$ cat config.mk
export PLATFORM = sky130hd
export DESIGN_NAME = frame_rate_meter_top
export DESIGN_NICKNAME = d
export VERILOG_FILES = /design/src/hw/rtl/frm_pkg.sv /design/src/hw/rtl/frm_rate_unit.sv /design/src/hw/rtl/frame_rate_meter_top.sv
export SDC_FILE = /design/constraint.sdc
export NUM_CORES = 2
export LEC_CHECK = 0
export BUFFER_PORTS_ARGS = -buffer_cell sky130_fd_sc_hd__buf_2
export CORE_MARGIN = 4
export CORE_UTILIZATION = 30
export DETAILED_ROUTE_END_ITERATION = 6
export GPL_ROUTABILITY_DRIVEN = 0
export HOLD_SLACK_MARGIN = 0.15
export SLEW_MARGIN = 10
export SYNTH_ARGS = -nofsm -noshare
export SYNTH_HDL_FRONTEND = slang
export SYNTH_SLANG_ARGS = --single-unit
$ cat constraint.sdc
create_clock -name clk -period 8.8 [get_ports clk]
set_input_delay 0.88 -clock clk [delete_from_list [all_inputs] [get_ports clk]]
set_output_delay 0.88 -clock clk [all_outputs]
set_load 0.01 [all_outputs]
$ cat src/hw/rtl/frm_pkg.sv
// Shared types, constants and state encodings for the frame rate meter.
package frm_pkg;

	localparam int NUM_STREAMS = 6;
	localparam int SIDX_W      = 3;
	localparam int KIND_W      = 2;
	localparam int TS_W        = 48;
	localparam int FNUM_W      = 32;
	localparam int CNT_W       = 16;
	localparam int RATE_W      = 24;
	localparam int CFG_W       = 24;
	localparam int CFG_IDX_W   = 2;
	localparam int PROD_W      = CNT_W + CFG_W;
	localparam int DIV_STEPS   = RATE_W;
	localparam int STEP_W      = 5;

	localparam logic [CFG_IDX_W-1:0] CFG_WINDOW_TICKS = 2'd0;
	localparam logic [CFG_IDX_W-1:0] CFG_TICKS_PER_SEC = 2'd1;

	localparam logic [CFG_W-1:0] WINDOW_TICKS_RST = 24'd500000;
	localparam logic [CFG_W-1:0] TICKS_PER_SEC_RST = 24'd1000000;

	localparam logic [KIND_W-1:0] KIND_CAPTURE = 2'd0;
	localparam logic [KIND_W-1:0] KIND_DISPLAY = 2'd1;
	localparam logic [KIND_W-1:0] KIND_WRITE   = 2'd2;
	localparam logic [KIND_W-1:0] KIND_UNUSED  = 2'd3;

	localparam logic [CNT_W-1:0]  COUNT_MAX = '1;
	localparam logic [RATE_W-1:0] RATE_MAX  = '1;
	localparam logic [STEP_W-1:0] LAST_STEP = STEP_W'(DIV_STEPS - 1);

	typedef enum logic [1:0] {
		ST_IDLE,
		ST_EVAL,
		ST_WAIT,
		ST_EMIT
	} seq_state_t;

	typedef enum logic [1:0] {
		RU_IDLE,
		RU_MUL,
		RU_CHK,
		RU_DIV
	} ru_state_t;

endpackage

$ cat src/hw/rtl/frm_rate_unit.sv
// Shared rate unit: one multiply, a saturation check and a bit-serial division.
module frm_rate_unit
	import frm_pkg::*;
(
	input  logic              clk,
	input  logic              arst_n,
	input  logic              start,
	input  logic [CNT_W-1:0]  count,
	input  logic [TS_W-1:0]   elapsed,
	input  logic [CFG_W-1:0]  ticks_per_second,
	output logic              done,
	output logic [RATE_W-1:0] rate
);

	ru_state_t state_q, state_d;

	logic [CNT_W-1:0]  count_q;
	logic [TS_W-1:0]   divisor_q;
	logic [PROD_W-1:0] prod_q;
	logic [TS_W-1:0]   rem_q;
	logic [RATE_W-1:0] low_q;
	logic [RATE_W-1:0] quo_q;
	logic [STEP_W-1:0] step_q;
	logic [RATE_W-1:0] rate_q;
	logic              done_q;

	logic [TS_W:0]     trial;
	logic              ge;
	logic              sat;

	// The numerator is prod * 256, so its top 24 bits are prod[39:16].
	// The quotient overflows 24 bits exactly when those bits reach the divisor.
	always_comb begin
		trial = {rem_q, low_q[RATE_W-1]};
		ge    = trial >= {1'b0, divisor_q};
		sat   = {{(TS_W-RATE_W){1'b0}}, prod_q[PROD_W-1:PROD_W-RATE_W]} >= divisor_q;
	end

	always_comb begin
		state_d = state_q;
		unique case (state_q)
			RU_IDLE: if (start) state_d = RU_MUL;
			RU_MUL:  state_d = RU_CHK;
			RU_CHK:  state_d = sat ? RU_IDLE : RU_DIV;
			RU_DIV:  if (step_q == LAST_STEP) state_d = RU_IDLE;
			default: state_d = RU_IDLE;
		endcase
	end

	always_ff @(posedge clk or negedge arst_n) begin
		if (!arst_n) begin
			state_q <= RU_IDLE;
			done_q  <= 1'b0;
		end else begin
			state_q <= state_d;
			done_q  <= ((state_q == RU_CHK) && sat) ||
				((state_q == RU_DIV) && (step_q == LAST_STEP));
		end
	end

	always_ff @(posedge clk) begin
		unique case (state_q)
			RU_IDLE: begin
				if (start) begin
					count_q   <= count;
					divisor_q <= elapsed;
				end
			end
			RU_MUL: begin
				prod_q <= PROD_W'(count_q * ticks_per_second);
			end
			RU_CHK: begin
				rem_q  <= {{(TS_W-RATE_W){1'b0}}, prod_q[PROD_W-1:PROD_W-RATE_W]};
				low_q  <= {prod_q[PROD_W-RATE_W-1:0], 8'h00};
				step_q <= '0;
				if (sat) rate_q <= RATE_MAX;
			end
			RU_DIV: begin
				rem_q  <= ge ? TS_W'(trial - {1'b0, divisor_q}) : trial[TS_W-1:0];
				low_q  <= {low_q[RATE_W-2:0], 1'b0};
				quo_q  <= {quo_q[RATE_W-2:0], ge};
				step_q <= step_q + 1'b1;
				if (step_q == LAST_STEP) rate_q <= {quo_q[RATE_W-2:0], ge};
			end
			default: ;
		endcase
	end

	assign done = done_q;
	assign rate = rate_q;

endmodule

$ cat src/hw/rtl/frame_rate_meter_top.sv
// Top level of the frame rate meter: sequencer, per-stream state and result register.
//
// Usage: each input transfer (in_valid high, in_stall low) carries one frame
// event for a pipeline point (capture, display or write). The block meters six
// streams, a colour and a depth stream per point, and when any stream's window
// closes it emits one output transfer carrying all six rates in unsigned 16.8
// fps. Events with kind 3 are dropped without touching any stream state.
// Throughput: one event at a time, with in_stall high while it is worked on.
// An event that closes no window only evaluates its two streams, one that only
// restarts stale windows also loads the result register, and each rate that is
// computed (one multiply, a saturation check and 24 steps of the shared serial
// divider) adds a wait on the rate unit. A saturated rate skips the divider.
// Output: out_valid is set from the sequencer's emit step once the result
// register is free. A waiting result does not block new input; the
// sequencer only holds at its final step if the previous result is still there.
// The receiver may hold out_stall as long as it likes; the result holds.
// Configuration writes (cfg_valid and cfg_ready) are always taken; index 0 is
// window_ticks, index 1 ticks_per_second, other indexes are ignored.
// Reset clears all counters and windows, marks every stream as having seen no
// frame and restores the default window and tick rate.
module frame_rate_meter_top
	import frm_pkg::*;
(
	input  logic                     clk,
	input  logic                     arst_n,

	input  logic                     cfg_valid,
	output logic                     cfg_ready,
	input  logic [CFG_IDX_W-1:0]     cfg_index,
	input  logic [CFG_W-1:0]         cfg_data,

	input  logic                     in_valid,
	output logic                     in_stall,
	input  logic [KIND_W-1:0]        kind,
	input  logic [TS_W-1:0]          timestamp,
	input  logic                     has_image,
	input  logic                     has_aux,
	input  logic                     has_depth,
	input  logic signed [FNUM_W-1:0] color_frame_number,
	input  logic signed [FNUM_W-1:0] depth_frame_number,

	output logic                     out_valid,
	input  logic                     out_stall,
	output logic [RATE_W-1:0]        capture_color_fps,
	output logic [RATE_W-1:0]        capture_depth_fps,
	output logic [RATE_W-1:0]        display_color_fps,
	output logic [RATE_W-1:0]        display_depth_fps,
	output logic [RATE_W-1:0]        write_color_fps,
	output logic [RATE_W-1:0]        write_depth_fps
);

	seq_state_t state_q, state_d;

	// Configuration registers.
	logic [CFG_W-1:0] window_ticks_q;
	logic [CFG_W-1:0] ticks_per_second_q;

	// Per-stream state, indexed by {kind, depth select}.
	logic [CNT_W-1:0]         frame_count_q  [NUM_STREAMS];
	logic [TS_W-1:0]          window_start_q [NUM_STREAMS];
	logic signed [FNUM_W-1:0] last_seen_q    [NUM_STREAMS];
	logic [RATE_W-1:0]        rate_value_q   [NUM_STREAMS];

	// The event being worked on.
	logic [KIND_W-1:0]        kind_q;
	logic [TS_W-1:0]          ts_q;
	logic                     color_q;
	logic                     depth_q;
	logic signed [FNUM_W-1:0] cfn_q;
	logic signed [FNUM_W-1:0] dfn_q;
	logic                     sel_q;
	logic                     upd_q;

	// Result register.
	logic                     out_valid_q;
	logic [RATE_W-1:0]        out_fps_q [NUM_STREAMS];

	logic                     in_xfer;
	logic                     out_free;

	// Evaluation of the current stream.
	logic [SIDX_W-1:0]        sidx;
	logic                     present;
	logic signed [FNUM_W-1:0] fnum;
	logic signed [FNUM_W-1:0] last;
	logic [TS_W-1:0]          elapsed;
	logic [CFG_W-1:0]         win;
	logic                     expired;
	logic                     is_new;
	logic                     restart;
	logic                     need_rate;
	logic [CNT_W-1:0]         cur_count;
	logic [CNT_W-1:0]         new_count;

	logic                     ru_start;
	logic                     ru_done;
	logic [RATE_W-1:0]        ru_rate;

	assign in_xfer  = in_valid && !in_stall;
	assign out_free = !out_valid_q || !out_stall;

	always_comb begin
		sidx      = {kind_q, sel_q};
		present   = sel_q ? depth_q : color_q;
		fnum      = sel_q ? dfn_q : cfn_q;
		last      = last_seen_q[sidx];
		cur_count = frame_count_q[sidx];
		elapsed   = ts_q - window_start_q[sidx];
		// A zero window behaves as a one-tick window, so the divisor is never zero.
		win       = (window_ticks_q == '0) ? CFG_W'(1) : window_ticks_q;
		expired   = elapsed >= {{(TS_W-CFG_W){1'b0}}, win};
		// A known frame number equal to the last one seen is a repeat.
		is_new    = present && !(!fnum[FNUM_W-1] && (fnum == last));
		// A missing stream that never saw a frame never restarts its window.
		restart   = expired && (present || !last[FNUM_W-1]);
		need_rate = is_new && expired;
		new_count = (cur_count == COUNT_MAX) ? cur_count : cur_count + 1'b1;
	end

	always_comb begin
		state_d  = state_q;
		in_stall = 1'b1;
		ru_start = 1'b0;
		unique case (state_q)
			ST_IDLE: begin
				in_stall = 1'b0;
				if (in_valid && (kind != KIND_UNUSED)) state_d = ST_EVAL;
			end
			ST_EVAL: begin
				if (need_rate) begin
					ru_start = 1'b1;
					state_d  = ST_WAIT;
				end else if (sel_q) begin
					state_d = (upd_q || restart) ? ST_EMIT : ST_IDLE;
				end
			end
			ST_WAIT: begin
				if (ru_done) state_d = sel_q ? ST_EMIT : ST_EVAL;
			end
			ST_EMIT: begin
				if (out_free) state_d = ST_IDLE;
			end
			default: state_d = ST_IDLE;
		endcase
	end

	always_ff @(posedge clk or negedge arst_n) begin
		if (!arst_n) state_q <= ST_IDLE;
		else state_q <= state_d;
	end

	// Configuration writes; the port never pushes back.
	assign cfg_ready = 1'b1;

	always_ff @(posedge clk or negedge arst_n) begin
		if (!arst_n) begin
			window_ticks_q     <= WINDOW_TICKS_RST;
			ticks_per_second_q <= TICKS_PER_SEC_RST;
		end else if (cfg_valid && cfg_ready) begin
			case (cfg_index)
				CFG_WINDOW_TICKS:  window_ticks_q     <= cfg_data;
				CFG_TICKS_PER_SEC: ticks_per_second_q <= cfg_data;
				default: ;
			endcase
		end
	end

	// Capture of the accepted event. Aux data counts as colour except on write.
	always_ff @(posedge clk) begin
		if (in_xfer) begin
			kind_q  <= kind;
			ts_q    <= timestamp;
			color_q <= has_image || (has_aux && (kind != KIND_WRITE));
			depth_q <= has_depth;
			cfn_q   <= color_frame_number;
			dfn_q   <= depth_frame_number;
		end
	end

	// Stream state updates and sequencing flags.
	always_ff @(posedge clk or negedge arst_n) begin
		if (!arst_n) begin
			sel_q <= 1'b0;
			upd_q <= 1'b0;
			for (int i = 0; i < NUM_STREAMS; i++) begin
				frame_count_q[i]  <= '0;
				window_start_q[i] <= '0;
				last_seen_q[i]    <= '1;
				rate_value_q[i]   <= '0;
			end
		end else begin
			if (in_xfer) begin
				sel_q <= 1'b0;
				upd_q <= 1'b0;
			end
			if (state_q == ST_EVAL) begin
				if (is_new && !fnum[FNUM_W-1]) last_seen_q[sidx] <= fnum;
				if (restart) begin
					frame_count_q[sidx]  <= '0;
					window_start_q[sidx] <= ts_q;
					upd_q                <= 1'b1;
				end else if (is_new) begin
					frame_count_q[sidx] <= new_count;
				end
				// A stale or repeating stream publishes a zero rate.
				if (restart && !is_new) rate_value_q[sidx] <= '0;
				if (!need_rate) sel_q <= 1'b1;
			end
			if ((state_q == ST_WAIT) && ru_done) begin
				rate_value_q[sidx] <= ru_rate;
				sel_q              <= 1'b1;
			end
		end
	end

	// Result register: loaded with a snapshot of all six rates.
	always_ff @(posedge clk or negedge arst_n) begin
		if (!arst_n) begin
			out_valid_q <= 1'b0;
		end else if ((state_q == ST_EMIT) && out_free) begin
			out_valid_q <= 1'b1;
		end else if (out_valid_q && !out_stall) begin
			out_valid_q <= 1'b0;
		end
	end

	always_ff @(posedge clk) begin
		if ((state_q == ST_EMIT) && out_free) begin
			for (int i = 0; i < NUM_STREAMS; i++) out_fps_q[i] <= rate_value_q[i];
		end
	end

	frm_rate_unit u_rate (
		.clk              (clk),
		.arst_n           (arst_n),
		.start            (ru_start),
		.count            (new_count),
		.elapsed          (elapsed),
		.ticks_per_second (ticks_per_second_q),
		.done             (ru_done),
		.rate             (ru_rate)
	);

	assign out_valid         = out_valid_q;
	assign capture_color_fps = out_fps_q[0];
	assign capture_depth_fps = out_fps_q[1];
	assign display_color_fps = out_fps_q[2];
	assign display_depth_fps = out_fps_q[3];
	assign write_color_fps   = out_fps_q[4];
	assign write_depth_fps   = out_fps_q[5];

endmodule

# Word level (Yosys, flattened, before mapping)
# Memories as Yosys holds them, arrays and structs flattened.
# Index checks and enable logic that the tools add are counted.
# totals
ff_bits	1120
ram_bits	144
word_cells	186
memories	1
# memory_table
name	depth	word_bits	rd	rd_clocked_by_memory_dff	wr	line_no	text
out_fps_q	6	24	6	0	6	frame_rate_meter_top.sv:76	logic [RATE_W-1:0] out_fps_q [NUM_STREAMS];
# op_classes
addsub	4
n_mul	1
magnitude_cmp	5
eq_ne	19
n_mux	63
bitwise	5
n_reduce_logical	42
# ops
operator	n
$mux W144	3
$bwmux W288	1
$bwmux W192	1
$mux W48	4
$mux W96	2
$and A144 B144 Y144	1
$bmux W48 S3	1
$bwmux W144	1
$demux W48 S3	1
$not A144 Y144	1
$mux W32	4
$and A96 B96 Y96	1
$bmux W32 S3	1
$bwmux W96	1
$demux W32 S3	1
$mux W24	4
$not A96 Y96	1
$pmux W24 S2	2
$pmux W48 S2	1
$sub A48 B48 Y48	2
$demux W24 S3	1
$mux W16	4
$ge A49 B48 Y1	1
$bmux W16 S3	1
30 further kinds	98

# Logic depth before layout (Yosys ltp)
# depth
ltp_word	14
ltp_mapped	37

# Cells and area by module
# From an unflattened synthesis, not the netlist that was laid out.
# hier_totals
cells_unflattened	5938
hier_area_um2	69614.3
# modules_own_cells
mod	instances	cells_each	area_each_um2	seq_area_each_um2
frame_rate_meter_top	1	3466	45730.1	27408.8
frm_rate_unit	1	2472	23884.2	6681.4

# Worst setup path after synthesis
# Ideal clock, no wire load.
# synth_path
path_kind	input port to flip-flop
start	input port out_stall
end	memory out_fps_q[0][0] (enable)
setup_ns	0.697
t_arrival_ns	7.685
required_ns	8.103
slack_ns	0.418
stages	1
n_path_buf	0
cell_sequence	a21oi_1
# synth_lines
item	line_no	text
from (decl)	frame_rate_meter_top.sv:43	input logic out_stall,
to (decl)	frame_rate_meter_top.sv:76	

# Worst setup path in the final report
# layout_path
start	register kind_q[0]
end	register window_start_q[122] (netlist name)
# layout_via
elab_chain_len	8
elab_cells_between_ends	19
# layout_lines
item	line_no	text
from (decl)	frame_rate_meter_top.sv:65	logic [KIND_W-1:0] kind_q;
from (signal assigned)	frame_rate_meter_top.sv:171	kind_q <= kind;
$not A3 Y4 (not written as such)	frame_rate_meter_top.sv:108	elapsed = ts_q - window_start_q[sidx];
$bmux W48 S3	frame_rate_meter_top.sv:108	
$mux W48 (not written as such) (2 in series)	frame_rate_meter_top.sv:108	
$sub A48 B48 Y48	frame_rate_meter_top.sv:108	
via elapsed[20]	frame_rate_meter_top.sv:86	logic [TS_W-1:0] elapsed;
$ge A48 B24 Y1	frame_rate_meter_top.sv:111	expired = elapsed >= {{(TS_W-CFG_W){1'b0}}, win};
$logic_and A1 B1 Y1	frame_rate_meter_top.sv:115	restart = expired && (present || !last[FNUM_W-1]);
$reduce_and A2 Y1 (no source line)	--	
to (signal, indexed assignment)	frame_rate_meter_top.sv:200	window_start_q[sidx] <= ts_q;
to (decl)	frame_rate_meter_top.sv:60	logic [TS_W-1:0] window_start_q [NUM_STREAMS];
# The timed path passes the listed nets, and every way through them passes these cells. The select of a mux whose other input is x is not followed.
# A chain may end at the register's enable or synchronous reset.

==> flow_summary.ini <==
[clocking]
cts_buffers = 140
path_clk_slew_ps = 60
cts-resized-gates = 0
clkSinkCount = 1256
root_buffer = clkbuf_16
cts_setup_buffers = 0
clk_latency_ps = 800
cts_tree = yes
holdBufCountCts = 0
cts_buffer_depth = 3
h-tree-depth = 4

[sta]
slew_headroom = 0.160
worst_slew_pin_slew_ps = 1260
finalSetupViolations = 0
fin_setup_tns_ps = 0
rsz0062_at_grt = no
max_freq_mhz = 131
fin_crit_sh = 0.869
finClkSkew_ps = 52.8
maxSlewViolCount = 0
hold_viol = 0
min_period_ps = 7650

[route]
routedWlPerCell_um = 20.6
post-route-drc-count = 0
drtIter0Drc = 3121
vias = 46917
top_layer = met5
wirelength_mm = 191
firstDrtPassIters = 7
via_per_inst = 5.08
wl_met1_mm = 81.7
wl_met3_mm = 11.5
detail-route-antenna-nets = 0
dr_wl_met2_mm = 89.6

[floorplanning]
die-area_mm2 = 0.239
rows = 176
initial_core_util = 0.301
core_mm2 = 0.230
die_h_um = 489
io_pins = 295
fp.dieW_um = 489

[yosys]
yosys.area.top_type = edfxtp_1
synth_adder_area_share = 0.135
synth_warnings = 0
synth_top_family_by_area = adder cells
synth-xor-area-share = 0.0188
synth_top_flop_cell = dfrtp_1
synthSimpleGateAreaFrac = 0.0915
yosysSeqAreaShare = 0.492
netlist_top_cells_area = edfxtp_1 21%, dfrtp_1 21%, fa_1 8.9%, dfstp_2 7.8%, ha_1 4.6%
synth_compound_area_frac = 0.121
syn_inst = 5900
async_flop_share = 0.618
synth_area_mm2 = 0.0693
synth_edf_count = 480
synthMuxAreaShare = 0.0935
synth_seq_cells = 1256
ys_types = 92
synth.net_count = 6613
syn_avg_cell_area_um2 = 11.7
synthDominantCellAreaShare = 0.208

[global_routing]
antenna_found_initial = 5
grt_max_degree = 168
grt_pass1_vias = 48648
grt_first_pass_wirelength_mm = 295
grt_usage = 0.158
gr-total-overflow = 0

[cells_and_area]
drive_gt1_frac = 0.199
seqCellArea_mm2 = 0.0341
multi_input_area_mm2 = 0.0320
fillers = 22691
nets = 6809
antenna_cells = 0
area_delta_synth_final_pct = 13.3

[outcome]
outcome = complete, no violations

[worst_setup_path]
end_kind = flop
required_ps = 9460
crit_path_start_kind = flop
path_max_fanout = 61
arrival_ps = 8310
crit_type = flop to flop

[worst_hold_path]
hold_path_class = input port to async pin

[place]
port_buffers = 293
dp_hpwl_mm = 133

[job]
cap_viol_max_count = 0
worst max-delay path, stage by stage, from the launching register on:
cell and delay (ps):
edfxtp_1 390, buf_12 390, nand2b_1 230, buf_4 490
o22ai_1 260, a221o_1 300, ha_1 190, inv_1 70
fa_1 260, a211oi_1 100, o21ai_1 260, a21oi_1 190
o31ai_1 560, a21oi_1 170, xnor2_1 190, ha_1 330
nand4_1 130, o41a_1 450, o211a_1 150, o211ai_1 140
nor4_4 90, nand4_2 130, nand2_2 270, nor3_4 580
buf_4 710, mux2_2 410
state kept, by name, summed over array words and instances (netlist names), 48 cells and up, named ones only:
| signal | flops |
|---|---|
| frame_count_q | 96 |
| last_seen_q | 192 |
| out_fps_q | 144 |
| rate_value_q | 120 |
| ts_q | 48 |
| u_rate.divisor_q | 48 |
| u_rate.rem_q | 48 |
| window_start_q | 288 |
synthesized netlist by cell type (160+ instances only):
library cell,number
edfxtp_1,480
dfrtp_1,570
nor2_1,266
inv_1,472
o21ai_0,325
mux2_2,219
fa_1,308
dfstp_2,206
clkbuf_1,192
ha_1,257
nand2_1,678
and2_1,160
a21oi_1,247
per-layer routing:
layer / vias to the layer above / GRT usage
li1: 21126 / -
met5: - / 0
met4: 8 / 0.0619
met3: 358 / 0.0299
met2: 1550 / 0.259
met1: 23875 / 0.207
cell families after synthesis:
| kind of cell | count (synthesis) |
|---|---|
| AND/OR/NAND/NOR | 1391 |
| flip-flops | 1256 |
| AO/OA/AOI/OAI | 1228 |
| buffers and inverters | 786 |
| adder cells (fa/ha/maj) | 565 |
| multiplexers | 524 |
| XOR/XNOR | 149 |
| other | 1 |
final timing paths:
check	endpoint	slack (ps)	startpoint	cells after the start
min reg2reg	out_fps_q[4][0]	410	rate_value_q[24]	0
max in group asynchronous	window_start_q[157]	6380	arst_n	3
min in group clk	ts_q[42]	260	timestamp[42]	1
min	window_start_q[271]	170	arst_n	1
max reg2reg	window_start_q[122]	1150	kind_q[0]	25
max	window_start_q[122]	1150	kind_q[0]	25
metrics by stage:
| step | utilization | setup slack [ps] | cells | instance area (um2) | hold WS (ps) |
|---|---|---|---|---|---|
| after floorplan | - | 418 | 5900 | 69300 | 417 |
| after global placement | 0.321 | 1270 | 8979 | 73800 | 418 |
| after detailed placement | 0.321 | 1310 | 8979 | 73800 | 427 |
| after CTS | 0.341 | 1240 | 9239 | 78500 | 166 |
| after global routing | 0.341 | 795 | 9240 | 78500 | 192 |
| final | 0.341 | 1150 | 9240 | 78500 | 167 |
layout by cell type, fill, tap and decap left out, types with 39 or more instances in the layout:
cell	n
nand2_1	677
dfrtp_1	568
edfxtp_1	480
inv_1	470
o21ai_0	325
fa_1	308
buf_2	292
ha_1	257
nor2_1	255
a21oi_1	246
mux2_2	219
dfstp_2	206
and2_1	159
mux2i_1	155
a22o_1	146
clkbuf_16	145
mux2_4	120
xnor2_1	86
o2bb2ai_1	82
a21o_1	73
buf_4	68
xor2_1	63
nand2b_1	52
nand3_1	46
a22oi_1	39
cell type report:
cell class | instances | share of cell area
well taps | 3026 | 0.0482
multi-input cells | 3858 | 0.408
repair buffers | 367 | 0.0268
clock inverters | 70 | 0.00940
inverters | 473 | 0.0226
flip-flops and latches | 1256 | 0.434
clock buffers | 190 | 0.0507
Power is left out: the tool's default activity adds up to more than one toggle a clock period on the data nets, which glitch-free logic cannot reach.
